$ cat config.mk
export PLATFORM = sky130hd
export DESIGN_NAME = door_lock_relay_controller
export DESIGN_NICKNAME = d
export VERILOG_FILES = /design/src/hdl/dlrc_pkg.sv /design/src/hdl/dlrc_fifo.sv /design/src/hdl/dlrc_front.sv /design/src/hdl/dlrc_back.sv /design/src/hdl/door_lock_relay_controller.sv
export SDC_FILE = /design/constraint.sdc
export NUM_CORES = 1
export LEC_CHECK = 0
export ABC_AREA = 1
export CELL_PAD_IN_SITES_DETAIL_PLACEMENT = 2
export CELL_PAD_IN_SITES_GLOBAL_PLACEMENT = 2
export CORE_ASPECT_RATIO = 1.25
export CORE_UTILIZATION = 41
export DETAILED_ROUTE_END_ITERATION = 10
export DONT_BUFFER_PORTS = 1
export PLACE_DENSITY_LB_ADDON = 0.2
export REMOVE_ABC_BUFFERS = 1
export SLEW_MARGIN = 20
export SYNTH_ARGS = -nofsm -noshare
export SYNTH_HDL_FRONTEND = slang
export SYNTH_SLANG_ARGS = --single-unit
export TNS_END_PERCENT = 100
$ cat constraint.sdc
create_clock -name i_clk -period 15.24 [get_ports i_clk]
set_clock_uncertainty 0.15 [all_clocks]
set_input_delay 2.286 -clock i_clk [delete_from_list [all_inputs] [get_ports i_clk]]
set_output_delay 2.286 -clock i_clk [all_outputs]
set_load 0.02 [all_outputs]
$ cat src/hdl/dlrc_pkg.sv
// Package with the types, codes and constants shared by the door lock relay controller.
package dlrc_pkg;

    // Field widths fixed by the item and result formats.
    localparam int NOW_W    = 32;
    localparam int SRC_W    = 4;
    localparam int CODE_W   = 3;
    localparam int CMD_W    = 3;
    localparam int DB_W     = 16;
    localparam int CFG_W    = 32;
    localparam int CFG_IDX_W = 3;
    localparam int MAX_EV   = 3;
    localparam int EV_CNT_W = 2;

    // Reset values of the configuration registers.
    localparam logic [NOW_W-1:0] OPEN_PULSE_RST  = 32'd3000;
    localparam logic             UNLOCK_HIGH_RST = 1'b0;
    localparam logic [DB_W-1:0]  DOOR_DB_RST     = 16'd30;
    localparam logic [DB_W-1:0]  BUTTON_DB_RST   = 16'd50;
    localparam logic [SRC_W-1:0] TRIG_SRC_RST    = 4'd0;

    // Commands carried by an input request.
    typedef enum logic [CMD_W-1:0] {
        CMD_TICK       = 3'd0,
        CMD_OPEN_PULSE = 3'd1,
        CMD_HOLD_ON    = 3'd2,
        CMD_HOLD_OFF   = 3'd3,
        CMD_SECURE     = 3'd4
    } t_cmd;

    // Event codes reported on the result channel.
    typedef enum logic [CODE_W-1:0] {
        EV_NONE         = 3'd0,
        EV_UNLOCKED     = 3'd1,
        EV_LOCKED       = 3'd2,
        EV_DOOR_OPENED  = 3'd3,
        EV_DOOR_CLOSED  = 3'd4,
        EV_EXIT_PRESSED = 3'd5
    } t_event;

    // Configuration register indexes.
    typedef enum logic [CFG_IDX_W-1:0] {
        CFG_OPEN_PULSE_MS = 3'd0,
        CFG_UNLOCK_HIGH   = 3'd1,
        CFG_DOOR_DB_MS    = 3'd2,
        CFG_BUTTON_DB_MS  = 3'd3,
        CFG_TRIG_SOURCE   = 3'd4
    } t_cfg_idx;

    // One classified request: its events in order and the status after it.
    typedef struct packed {
        logic [MAX_EV-1:0][CODE_W-1:0] ev_code;
        logic [MAX_EV-1:0][SRC_W-1:0]  ev_src;
        logic [EV_CNT_W-1:0]           ev_cnt;
        logic                          relay_level;
        logic                          relay_on;
        logic                          door_open;
        logic [NOW_W-1:0]              cycles;
    } t_pkt;

    // Queue status seen by the top level and the back part.
    typedef struct packed {
        logic full;
        logic empty;
    } t_q_status;

endpackage

$ cat src/hdl/dlrc_fifo.sv
// Short register queue that carries classified requests from the front to the back part.
module dlrc_fifo #(
    parameter int DEPTH = 2
) (
    input  logic            i_clk,
    input  logic            i_rst_n,
    input  logic            i_push,
    input  dlrc_pkg::t_pkt  i_wr_data,
    input  logic            i_pop,
    output dlrc_pkg::t_pkt  o_rd_data,
    output dlrc_pkg::t_q_status o_status
);

    localparam int AW = (DEPTH > 1) ? $clog2(DEPTH) : 1;
    localparam int CW = $clog2(DEPTH + 1);

    dlrc_pkg::t_pkt   r_mem [DEPTH];
    logic [AW-1:0]    r_wr_ptr, n_wr_ptr;
    logic [AW-1:0]    r_rd_ptr, n_rd_ptr;
    logic [CW-1:0]    r_count,  n_count;

    // Pointer and fill count updates.
    always_comb begin
        n_wr_ptr = r_wr_ptr;
        n_rd_ptr = r_rd_ptr;
        n_count  = r_count;
        if (i_push) begin
            n_wr_ptr = (r_wr_ptr == AW'(DEPTH - 1)) ? '0 : r_wr_ptr + AW'(1);
        end
        if (i_pop) begin
            n_rd_ptr = (r_rd_ptr == AW'(DEPTH - 1)) ? '0 : r_rd_ptr + AW'(1);
        end
        if (i_push && !i_pop) begin
            n_count = r_count + CW'(1);
        end else if (!i_push && i_pop) begin
            n_count = r_count - CW'(1);
        end
    end

    always_ff @(posedge i_clk) begin
        if (!i_rst_n) begin
            r_wr_ptr <= '0;
            r_rd_ptr <= '0;
            r_count  <= '0;
        end else begin
            r_wr_ptr <= n_wr_ptr;
            r_rd_ptr <= n_rd_ptr;
            r_count  <= n_count;
        end
    end

    // Storage needs no reset; the fill count guards every read.
    always_ff @(posedge i_clk) begin
        if (i_push) begin
            r_mem[r_wr_ptr] <= i_wr_data;
        end
    end

    assign o_rd_data       = r_mem[r_rd_ptr];
    assign o_status.full   = (r_count == CW'(DEPTH));
    assign o_status.empty  = (r_count == '0);

    a_no_push_full: assert property (@(posedge i_clk) disable iff (!i_rst_n)
        o_status.full |-> !i_push)
        else $error("request pushed into a full queue");

    a_no_pop_empty: assert property (@(posedge i_clk) disable iff (!i_rst_n)
        o_status.empty |-> !i_pop)
        else $error("request popped from an empty queue");

    a_count_bound: assert property (@(posedge i_clk) disable iff (!i_rst_n)
        r_count <= CW'(DEPTH))
        else $error("queue fill count beyond its depth");

endmodule

$ cat src/hdl/dlrc_front.sv
// Front part: configuration registers, lock and debounce state, and request classification.
module dlrc_front (
    input  logic                         i_clk,
    input  logic                         i_rst_n,
    input  logic                         i_cfg_valid,
    input  logic [dlrc_pkg::CFG_IDX_W-1:0] i_cfg_index,
    input  logic [dlrc_pkg::CFG_W-1:0]   i_cfg_data,
    input  logic                         i_accept,
    input  logic [dlrc_pkg::CMD_W-1:0]   i_cmd,
    input  logic [dlrc_pkg::NOW_W-1:0]   i_now_ms,
    input  logic [dlrc_pkg::SRC_W-1:0]   i_open_source,
    input  logic                         i_door_pin,
    input  logic                         i_button_pin,
    output dlrc_pkg::t_pkt               o_pkt
);

    localparam int NW = dlrc_pkg::NOW_W;
    localparam int DW = dlrc_pkg::DB_W;

    // Configuration registers.
    logic [NW-1:0]              r_open_pulse_ms;
    logic                       r_unlock_high;
    logic [DW-1:0]              r_door_db_ms;
    logic [DW-1:0]              r_button_db_ms;
    logic [dlrc_pkg::SRC_W-1:0] r_trig_source;

    // Lock and debounce state.
    logic          r_relay_active,   n_relay_active;
    logic          r_hold_active,    n_hold_active;
    logic          r_pulse_pending,  n_pulse_pending;
    logic [NW-1:0] r_pulse_deadline, n_pulse_deadline;
    logic          r_door_sample,    n_door_sample;
    logic [NW-1:0] r_door_time,      n_door_time;
    logic          r_door_stable,    n_door_stable;
    logic          r_button_sample,  n_button_sample;
    logic [NW-1:0] r_button_time,    n_button_time;
    logic          r_button_stable,  n_button_stable;
    logic [NW-1:0] r_cycles,         n_cycles;

    // Timing terms of a tick.
    logic [NW-1:0] pulse_diff;
    logic          pulse_due;
    logic [NW-1:0] door_time;
    logic [NW-1:0] door_elapsed;
    logic          door_settled;
    logic [NW-1:0] button_time;
    logic [NW-1:0] button_elapsed;
    logic          button_settled;

    // Events collected for this request.
    logic [dlrc_pkg::MAX_EV-1:0][dlrc_pkg::CODE_W-1:0] ev_code;
    logic [dlrc_pkg::MAX_EV-1:0][dlrc_pkg::SRC_W-1:0]  ev_src;
    logic [dlrc_pkg::EV_CNT_W-1:0]                     ev_cnt;

    // Configuration writes; indexes outside the register list are ignored.
    always_ff @(posedge i_clk) begin
        if (!i_rst_n) begin
            r_open_pulse_ms <= dlrc_pkg::OPEN_PULSE_RST;
            r_unlock_high   <= dlrc_pkg::UNLOCK_HIGH_RST;
            r_door_db_ms    <= dlrc_pkg::DOOR_DB_RST;
            r_button_db_ms  <= dlrc_pkg::BUTTON_DB_RST;
            r_trig_source   <= dlrc_pkg::TRIG_SRC_RST;
        end else if (i_cfg_valid) begin
            unique case (dlrc_pkg::t_cfg_idx'(i_cfg_index))
                dlrc_pkg::CFG_OPEN_PULSE_MS: r_open_pulse_ms <= i_cfg_data[NW-1:0];
                dlrc_pkg::CFG_UNLOCK_HIGH:   r_unlock_high   <= i_cfg_data[0];
                dlrc_pkg::CFG_DOOR_DB_MS:    r_door_db_ms    <= i_cfg_data[DW-1:0];
                dlrc_pkg::CFG_BUTTON_DB_MS:  r_button_db_ms  <= i_cfg_data[DW-1:0];
                dlrc_pkg::CFG_TRIG_SOURCE:
                    r_trig_source <= i_cfg_data[dlrc_pkg::SRC_W-1:0];
                default: ;
            endcase
        end
    end

    // Wrap-safe deadline test and debounce timers.
    always_comb begin
        pulse_diff     = i_now_ms - r_pulse_deadline;
        pulse_due      = r_pulse_pending && !r_hold_active && !pulse_diff[NW-1];
        door_time      = (i_door_pin != r_door_sample) ? i_now_ms : r_door_time;
        door_elapsed   = i_now_ms - door_time;
        door_settled   = (i_door_pin != r_door_stable) &&
                         (door_elapsed >= {{(NW-DW){1'b0}}, r_door_db_ms});
        button_time    = (i_button_pin != r_button_sample) ? i_now_ms : r_button_time;
        button_elapsed = i_now_ms - button_time;
        button_settled = (i_button_pin != r_button_stable) &&
                         (button_elapsed >= {{(NW-DW){1'b0}}, r_button_db_ms});
    end

    // Command decode: next state and the ordered list of events.
    always_comb begin
        n_relay_active   = r_relay_active;
        n_hold_active    = r_hold_active;
        n_pulse_pending  = r_pulse_pending;
        n_pulse_deadline = r_pulse_deadline;
        n_door_sample    = r_door_sample;
        n_door_time      = r_door_time;
        n_door_stable    = r_door_stable;
        n_button_sample  = r_button_sample;
        n_button_time    = r_button_time;
        n_button_stable  = r_button_stable;
        n_cycles         = r_cycles;
        ev_code          = '0;
        ev_src           = '0;
        ev_cnt           = '0;

        unique case (dlrc_pkg::t_cmd'(i_cmd))
            dlrc_pkg::CMD_TICK: begin
                // Pulse end comes first, then the door, then the button.
                if (pulse_due) begin
                    n_pulse_pending = 1'b0;
                    if (r_relay_active) begin
                        n_relay_active  = 1'b0;
                        n_cycles        = r_cycles + NW'(1);
                        ev_code[ev_cnt] = dlrc_pkg::EV_LOCKED;
                        ev_cnt          = ev_cnt + 2'd1;
                    end
                end
                n_door_sample = i_door_pin;
                n_door_time   = door_time;
                if (door_settled) begin
                    n_door_stable   = i_door_pin;
                    ev_code[ev_cnt] = i_door_pin ? dlrc_pkg::EV_DOOR_OPENED
                                                 : dlrc_pkg::EV_DOOR_CLOSED;
                    ev_cnt          = ev_cnt + 2'd1;
                end
                n_button_sample = i_button_pin;
                n_button_time   = button_time;
                if (button_settled) begin
                    n_button_stable = i_button_pin;
                    if (!i_button_pin) begin
                        ev_code[ev_cnt] = dlrc_pkg::EV_EXIT_PRESSED;
                        ev_cnt          = ev_cnt + 2'd1;
                    end
                end
            end
            dlrc_pkg::CMD_OPEN_PULSE: begin
                n_relay_active   = 1'b1;
                n_pulse_pending  = 1'b1;
                n_pulse_deadline = i_now_ms + r_open_pulse_ms;
                ev_code[0]       = dlrc_pkg::EV_UNLOCKED;
                ev_src[0]        = i_open_source;
                ev_cnt           = 2'd1;
            end
            dlrc_pkg::CMD_HOLD_ON: begin
                n_hold_active   = 1'b1;
                n_relay_active  = 1'b1;
                n_pulse_pending = 1'b0;
                ev_code[0]      = dlrc_pkg::EV_UNLOCKED;
                ev_src[0]       = r_trig_source;
                ev_cnt          = 2'd1;
            end
            dlrc_pkg::CMD_HOLD_OFF: begin
                n_hold_active   = 1'b0;
                n_pulse_pending = 1'b0;
                if (r_relay_active) begin
                    n_relay_active = 1'b0;
                    n_cycles       = r_cycles + NW'(1);
                    ev_code[0]     = dlrc_pkg::EV_LOCKED;
                    ev_cnt         = 2'd1;
                end
            end
            dlrc_pkg::CMD_SECURE: begin
                // Emergency secure engages the lock without a locked event.
                n_hold_active   = 1'b0;
                n_pulse_pending = 1'b0;
                n_relay_active  = 1'b0;
            end
            default: ;
        endcase

        // A request with no event still reports status once.
        if (ev_cnt == '0) begin
            ev_code[0] = dlrc_pkg::EV_NONE;
            ev_src[0]  = '0;
            ev_cnt     = 2'd1;
        end
    end

    // State advances only on an accepted request.
    always_ff @(posedge i_clk) begin
        if (!i_rst_n) begin
            r_relay_active   <= 1'b0;
            r_hold_active    <= 1'b0;
            r_pulse_pending  <= 1'b0;
            r_pulse_deadline <= '0;
            r_door_sample    <= 1'b0;
            r_door_time      <= '0;
            r_door_stable    <= 1'b0;
            r_button_sample  <= 1'b1;
            r_button_time    <= '0;
            r_button_stable  <= 1'b1;
            r_cycles         <= '0;
        end else if (i_accept) begin
            r_relay_active   <= n_relay_active;
            r_hold_active    <= n_hold_active;
            r_pulse_pending  <= n_pulse_pending;
            r_pulse_deadline <= n_pulse_deadline;
            r_door_sample    <= n_door_sample;
            r_door_time      <= n_door_time;
            r_door_stable    <= n_door_stable;
            r_button_sample  <= n_button_sample;
            r_button_time    <= n_button_time;
            r_button_stable  <= n_button_stable;
            r_cycles         <= n_cycles;
        end
    end

    // Classified request handed to the queue.
    always_comb begin
        o_pkt.ev_code     = ev_code;
        o_pkt.ev_src      = ev_src;
        o_pkt.ev_cnt      = ev_cnt;
        o_pkt.relay_level = n_relay_active ? r_unlock_high : ~r_unlock_high;
        o_pkt.relay_on    = n_relay_active;
        o_pkt.door_open   = n_door_stable;
        o_pkt.cycles      = n_cycles;
    end

endmodule

$ cat src/hdl/dlrc_back.sv
// Back part: walks the events of each queued request and drives the registered result port.
module dlrc_back (
    input  logic                         i_clk,
    input  logic                         i_rst_n,
    input  dlrc_pkg::t_pkt               i_head,
    input  dlrc_pkg::t_q_status          i_q_status,
    output logic                         o_pop,
    output logic                         o_valid,
    input  logic                         i_stall,
    output logic [dlrc_pkg::CODE_W-1:0]  o_event_code,
    output logic [dlrc_pkg::SRC_W-1:0]   o_event_source,
    output logic                         o_relay_level,
    output logic                         o_relay_on,
    output logic                         o_door_is_open,
    output logic [dlrc_pkg::NOW_W-1:0]   o_cycles_done,
    output logic                         o_last
);

    logic                          r_valid, n_valid;
    logic [dlrc_pkg::EV_CNT_W-1:0] r_idx,   n_idx;
    logic                          load;
    logic                          final_ev;

    // Result payload registers.
    logic [dlrc_pkg::CODE_W-1:0] r_event_code;
    logic [dlrc_pkg::SRC_W-1:0]  r_event_source;
    logic                        r_relay_level;
    logic                        r_relay_on;
    logic                        r_door_is_open;
    logic [dlrc_pkg::NOW_W-1:0]  r_cycles_done;
    logic                        r_last;

    // A new result loads when the output register is empty or being taken.
    always_comb begin
        load     = !i_q_status.empty && (!r_valid || !i_stall);
        final_ev = (r_idx == i_head.ev_cnt - 2'd1);
        o_pop    = load && final_ev;
        n_idx    = r_idx;
        if (load) begin
            n_idx = final_ev ? '0 : r_idx + 2'd1;
        end
        if (load) begin
            n_valid = 1'b1;
        end else if (!i_stall) begin
            n_valid = 1'b0;
        end else begin
            n_valid = r_valid;
        end
    end

    always_ff @(posedge i_clk) begin
        if (!i_rst_n) begin
            r_valid <= 1'b0;
            r_idx   <= '0;
        end else begin
            r_valid <= n_valid;
            r_idx   <= n_idx;
        end
    end

    always_ff @(posedge i_clk) begin
        if (load) begin
            r_event_code   <= i_head.ev_code[r_idx];
            r_event_source <= i_head.ev_src[r_idx];
            r_relay_level  <= i_head.relay_level;
            r_relay_on     <= i_head.relay_on;
            r_door_is_open <= i_head.door_open;
            r_cycles_done  <= i_head.cycles;
            r_last         <= final_ev;
        end
    end

    assign o_valid        = r_valid;
    assign o_event_code   = r_event_code;
    assign o_event_source = r_event_source;
    assign o_relay_level  = r_relay_level;
    assign o_relay_on     = r_relay_on;
    assign o_door_is_open = r_door_is_open;
    assign o_cycles_done  = r_cycles_done;
    assign o_last         = r_last;

    a_idx_in_range: assert property (@(posedge i_clk) disable iff (!i_rst_n)
        !i_q_status.empty |-> (r_idx < i_head.ev_cnt))
        else $error("event index beyond the events of the queued request");

    a_idx_idle_zero: assert property (@(posedge i_clk) disable iff (!i_rst_n)
        i_q_status.empty |-> (r_idx == '0))
        else $error("event index left mid-request with an empty queue");

endmodule

$ cat src/hdl/door_lock_relay_controller.sv
// Top level of the door lock relay controller: front, request queue and back.
//
// Usage: each input request carries a command, a millisecond timestamp, an open
// source and the raw door and exit-button levels; it is taken at a rising edge
// with i_valid high and o_stall low. Each request yields one to three results
// on the output channel, taken at an edge with o_valid high and i_stall low;
// o_last marks the final result of a request.
// Accepted requests wait in the queue; the single result register takes their
// results from the queue head one after another, loading a new one when it is
// empty or being taken. The front classifies a request in its accept cycle and
// places it in a short queue, so requests keep being accepted while the
// receiver stalls until the queue is full, at which point o_stall rises.
// Configuration writes use i_cfg_valid, o_cfg_ready, i_cfg_index and
// i_cfg_data, are always ready, and the user must see that they are made only
// while no request is in flight; the block does not enforce this. Reset
// (synchronous, active low) locks the relay, clears hold and pulse, takes the
// door as closed and the button as released, zeroes the cycle count, restores
// the register defaults and empties the queue.
module door_lock_relay_controller #(
    parameter int QUEUE_DEPTH = 2
) (
    input  logic                           i_clk,
    input  logic                           i_rst_n,
    input  logic                           i_cfg_valid,
    output logic                           o_cfg_ready,
    input  logic [dlrc_pkg::CFG_IDX_W-1:0] i_cfg_index,
    input  logic [dlrc_pkg::CFG_W-1:0]     i_cfg_data,
    input  logic                           i_valid,
    output logic                           o_stall,
    input  logic [dlrc_pkg::CMD_W-1:0]     i_cmd,
    input  logic [dlrc_pkg::NOW_W-1:0]     i_now_ms,
    input  logic [dlrc_pkg::SRC_W-1:0]     i_open_source,
    input  logic                           i_door_pin,
    input  logic                           i_button_pin,
    output logic                           o_valid,
    input  logic                           i_stall,
    output logic [dlrc_pkg::CODE_W-1:0]    o_event_code,
    output logic [dlrc_pkg::SRC_W-1:0]     o_event_source,
    output logic                           o_relay_level,
    output logic                           o_relay_on,
    output logic                           o_door_is_open,
    output logic [dlrc_pkg::NOW_W-1:0]     o_cycles_done,
    output logic                           o_last
);

    dlrc_pkg::t_pkt      front_pkt;
    dlrc_pkg::t_pkt      head_pkt;
    dlrc_pkg::t_q_status q_status;
    logic                accept;
    logic                pop;

    // Requests are taken whenever the queue has room.
    assign o_stall     = q_status.full;
    assign accept      = i_valid && !q_status.full;
    assign o_cfg_ready = 1'b1;

    dlrc_front u_front (
        .i_clk         (i_clk),
        .i_rst_n       (i_rst_n),
        .i_cfg_valid   (i_cfg_valid),
        .i_cfg_index   (i_cfg_index),
        .i_cfg_data    (i_cfg_data),
        .i_accept      (accept),
        .i_cmd         (i_cmd),
        .i_now_ms      (i_now_ms),
        .i_open_source (i_open_source),
        .i_door_pin    (i_door_pin),
        .i_button_pin  (i_button_pin),
        .o_pkt         (front_pkt)
    );

    dlrc_fifo #(
        .DEPTH (QUEUE_DEPTH)
    ) u_fifo (
        .i_clk     (i_clk),
        .i_rst_n   (i_rst_n),
        .i_push    (accept),
        .i_wr_data (front_pkt),
        .i_pop     (pop),
        .o_rd_data (head_pkt),
        .o_status  (q_status)
    );

    dlrc_back u_back (
        .i_clk          (i_clk),
        .i_rst_n        (i_rst_n),
        .i_head         (head_pkt),
        .i_q_status     (q_status),
        .o_pop          (pop),
        .o_valid        (o_valid),
        .i_stall        (i_stall),
        .o_event_code   (o_event_code),
        .o_event_source (o_event_source),
        .o_relay_level  (o_relay_level),
        .o_relay_on     (o_relay_on),
        .o_door_is_open (o_door_is_open),
        .o_cycles_done  (o_cycles_done),
        .o_last         (o_last)
    );

endmodule

==> metrics.log <==
[metrics] placeable core area: 0.05304 mm2
[metrics] critical setup path kind: in -> reg
[metrics] buffer cell driving the clock tree root: clkbuf_16
[metrics] top cell types by occurrence after synthesis: nand2_1, inv_1, nor2_1
[metrics] library cells used by synthesis: 62
[metrics] delay of the slowest cell on the worst path: 0.52 ns
[metrics] number of top-level pins: 127
[metrics] total leakage power: 10.54 nW
[metrics] standard-cell row count: 94
[metrics] number of global-route vias before repair: 23.64k
[metrics] relative area change from synthesis to final layout: 9.196%
[metrics] ratio of cells with drive above 1 in the final layout: 5.470%
[metrics] GP Congestion: 0.9365
[metrics] actual slew at the worst max-slew pin: 1.188 ns
[metrics] Max Fclk: 139.5 MHz
[metrics] flops & latches, synth: 351
[metrics] chip width: 210.0 um
[metrics] storage element area: 0.008418 mm2
[metrics] Final Slew Violations: 0
[metrics] capturing point of the worst reg2reg path: u_fifo.r_mem[0][43]$_DFFE_PP_
[metrics] start point of the worst min-delay path: u_front.r_button_db_ms[6]$_SDFFE_PN0P_
[metrics] slowest cell on the critical path: buf_4
[metrics] later-pin clock latency in the skew report: 0.57 ns
[metrics] overall fraction of global-route tracks in use: 30.85%
[metrics] initial antenna violation count: 0
[metrics] worst min-delay path class: reg -> reg
[metrics] setup_tns: 0 ns
[metrics] worst-case vdd ir drop: 0.09663 mV
[metrics] worst hold path stage count: 2
[metrics] post-cts resize count: 0
[metrics] clock transition at the registers of the reported paths: 0.06 ns
[metrics] Max Cap Violations: 0
[metrics] power density over the cells: 135.7 mW/mm2
[metrics] floorplan die area: 0.05503 mm2
[metrics] Synth top area share: 19.14%
[metrics] largest buffer count on any clock path: 3
[metrics] Final period util: 47.03%
[metrics] TritonCTS Sinks: 351
[metrics] initial core utilization: 41.81%
[metrics] largest fanout on the critical path: 52
[metrics] endpoint of the worst hold path: u_front.r_button_db_ms[6]$_SDFFE_PN0P_
[metrics] routed wire length per instance: 22.87 um
[metrics] Final setup viols: 0
[metrics] share of flip-flops with an asynchronous set or reset after synthesis: 0%
[metrics] Critical Path Start Type: primary input
[metrics] Mapped Cells: 3,004
[metrics] post-layout min period: 7.167 ns
[metrics] CTS tree: done
[metrics] antenna-violating nets left: 0
[metrics] cell type with the highest aggregate area in the netlist: dfxtp_1
[metrics] count of fill cells added during filler insertion: 6,193
[metrics] worst rel slew slack: 20.18%
[metrics] total standard cell area after synthesis: 0.02218 mm2
[metrics] most used flip-flop cell after synthesis: dfxtp_1
[metrics] data arrival at the endpoint of the critical path: 7.40 ns
[metrics] violation count after the first detailed-route iteration: 749
[metrics] Residual DRC: 0
[metrics] sequential share of the synthesized area: 37.96%
[metrics] number of buffer cells added on primary ports: 0
[metrics] total of hold buffers inserted after clock tree synthesis: 0
[metrics] worst path required time: 15.48 ns
[metrics] post-detail-place hpwl: 64,520 um
[metrics] Yosys warning count: 0
[metrics] antenna cells: 0
[metrics] cells on worst reg2reg path: 30
[metrics] number of buffers added for setup after CTS: 0
[metrics] total congestion overflow after global routing: 0
[metrics] length of the first detailed-routing pass in iterations: 4
[metrics] number of enable flip-flop cells after synthesis: 139
[metrics] unrepaired setup endpoints after global routing: no
[metrics] DR vias/cell: 5.661
[metrics] count of vias placed by the detailed router: 21.05k
[metrics] run status: finished, final reports clean
[metrics] number of endpoints with negative hold slack in the final report: 0
[metrics] pin count of the biggest net entering global routing: 180
[metrics] number of nets in the final layout: 3,199
[metrics] minimum setup slack among reg-to-reg paths: 9.33 ns
[metrics] Design Power: 3.287 mW
[metrics] mean post-synth cell area: 7.382 um2
[metrics] cell types with the largest area share after synthesis: dfxtp_1, edfxtp_1, nand2_1
[metrics] H-tree depth reported by CTS: 2
[metrics] kind of end point of the critical path: flip-flop
[metrics] die height: 262.0 um
[metrics] number of buffers added by the clock tree synthesis step: 40
[metrics] Multi-input gate area: 0.01200 mm2
[metrics] source of the worst register-to-register timing path: u_front.r_button_sample$_SDFFE_PN1P_
[metrics] Post-Route WL: 85,020 um
[metrics] global-route wire length before repair: 131,900 um
[metrics] most frequently used cell type in the post-synthesis netlist: nand2_1
[sequential cells by signal, summed over array words and instances, names as in the netlist, 2 cells and up, named ones only]
| register | flops |
|---|---|
| u_back.o_event_source | 4 |
| u_front.r_pulse_deadline | 32 |
| u_back.o_event_code | 3 |
| u_fifo.r_mem | 96 |
| u_front.r_door_time | 32 |
| u_back.r_idx | 2 |
| u_front.r_door_db_ms | 16 |
| u_front.r_open_pulse_ms | 32 |
| u_back.o_cycles_done | 32 |
| u_front.r_button_time | 32 |
| u_fifo.r_count | 2 |
| u_front.r_cycles | 32 |
| u_front.r_button_db_ms | 16 |
| u_front.r_trig_source | 4 |
[per-stage QoR]
| stage | util, % | area [um2] | setup WS [ns] | hold WS [ns] | std cells |
|---|---|---|---|---|---|
| CTS | 45.65 | 24220 | 8.115 | 0.3156 | 3718 |
| floorplan | - | 21790 | 7.260 | 0.2808 | 2909 |
| finish | 45.65 | 24220 | 8.073 | 0.3138 | 3718 |
| detailed placement | 43.11 | 22870 | 7.556 | 0.3041 | 3645 |
| global route | 45.65 | 24220 | 7.587 | 0.3402 | 3718 |
| global placement | 43.11 | 22870 | 7.816 | 0.2919 | 3645 |
[final cells by class]
class | instances | share of cell area [%]
repair buffers | 16 | 0.4960
flip-flops and latches | 351 | 34.76
inverters | 379 | 5.875
multi-input cells | 2179 | 49.57
clock buffers | 49 | 4.356
clock inverters | 24 | 1.219
well taps | 720 | 3.720
[cell families (layout without fill, tap and decap cells)]
| family | Yosys count | after routing | share of synthesized area [%] |
|---|---|---|---|
| buffers and inverters | 474 | 468 | 8.158 |
| AOI/OAI and AO/OA | 683 | 683 | 16.83 |
| other | 1 | 1 | 0.01691 |
| DFF | 351 | 351 | 37.96 |
| adders and majority gates | 151 | 151 | 8.587 |
| xor gates and xnor gates | 80 | 80 | 3.160 |
| muxes | 25 | 25 | 1.128 |
| and+or+nand+nor | 1239 | 1239 | 24.16 |
[critical path, delay by kind of cell]
family	cells	cell delay (ns)
adder cells (fa/ha/maj)	3	1.04
XOR/XNOR	2	0.37
AO/OA/AOI/OAI	3	0.56
AND/OR/NAND/NOR	19	2.43
buffers and inverters	3	0.70
[metal layers]
metal,global-route usage (%),share of wire (%),up-vias
met3,3.669,3.0,198
met2,60.67,54,381
met5,0,0,-
met1,32.62,39,10534
li1,-,-,9935
met4,13.93,4.4,0
[worst max path at each step]
stage	start	end	slack, ns	cells after the start
after floorplan	i_button_pin	u_fifo.r_mem[0][42]$_DFFE_PP_	7.26	22
after global placement	i_door_pin	u_fifo.r_mem[0][42]$_DFFE_PP_	7.82	30
after detailed placement	i_door_pin	u_fifo.r_mem[1][43]$_DFFE_PP_	7.56	34
after CTS	i_door_pin	u_fifo.r_mem[0][43]$_DFFE_PP_	8.12	36
after global routing	i_button_pin	u_fifo.r_mem[0][43]$_DFFE_PP_	7.59	31
final	i_button_pin	u_fifo.r_mem[0][43]$_DFFE_PP_	8.07	30
[layout by cell type (no fill, tap or decap), types with 22 or more instances in the layout]
master / instances
a21oi_1: 264
a31oi_1: 22
clkbuf_16: 40
dfxtp_1: 212
edfxtp_1: 139
ha_1: 149
inv_1: 367
mux2i_1: 25
nand2_1: 667
nand3_1: 99
nand4_1: 37
nor2_1: 303
nor3_1: 47
o211ai_1: 28
o21ai_0: 288
xor2_1: 65
[report_power, final]
group	switching [mW]	leakage, nW	internal [mW]
Clock	0.425	0.653	0.597
Sequential	0.166	3.06	1.19
Combinational	0.640	6.83	0.273
Total	1.23	10.5	2.06
(Power assumes the default switching activity.)
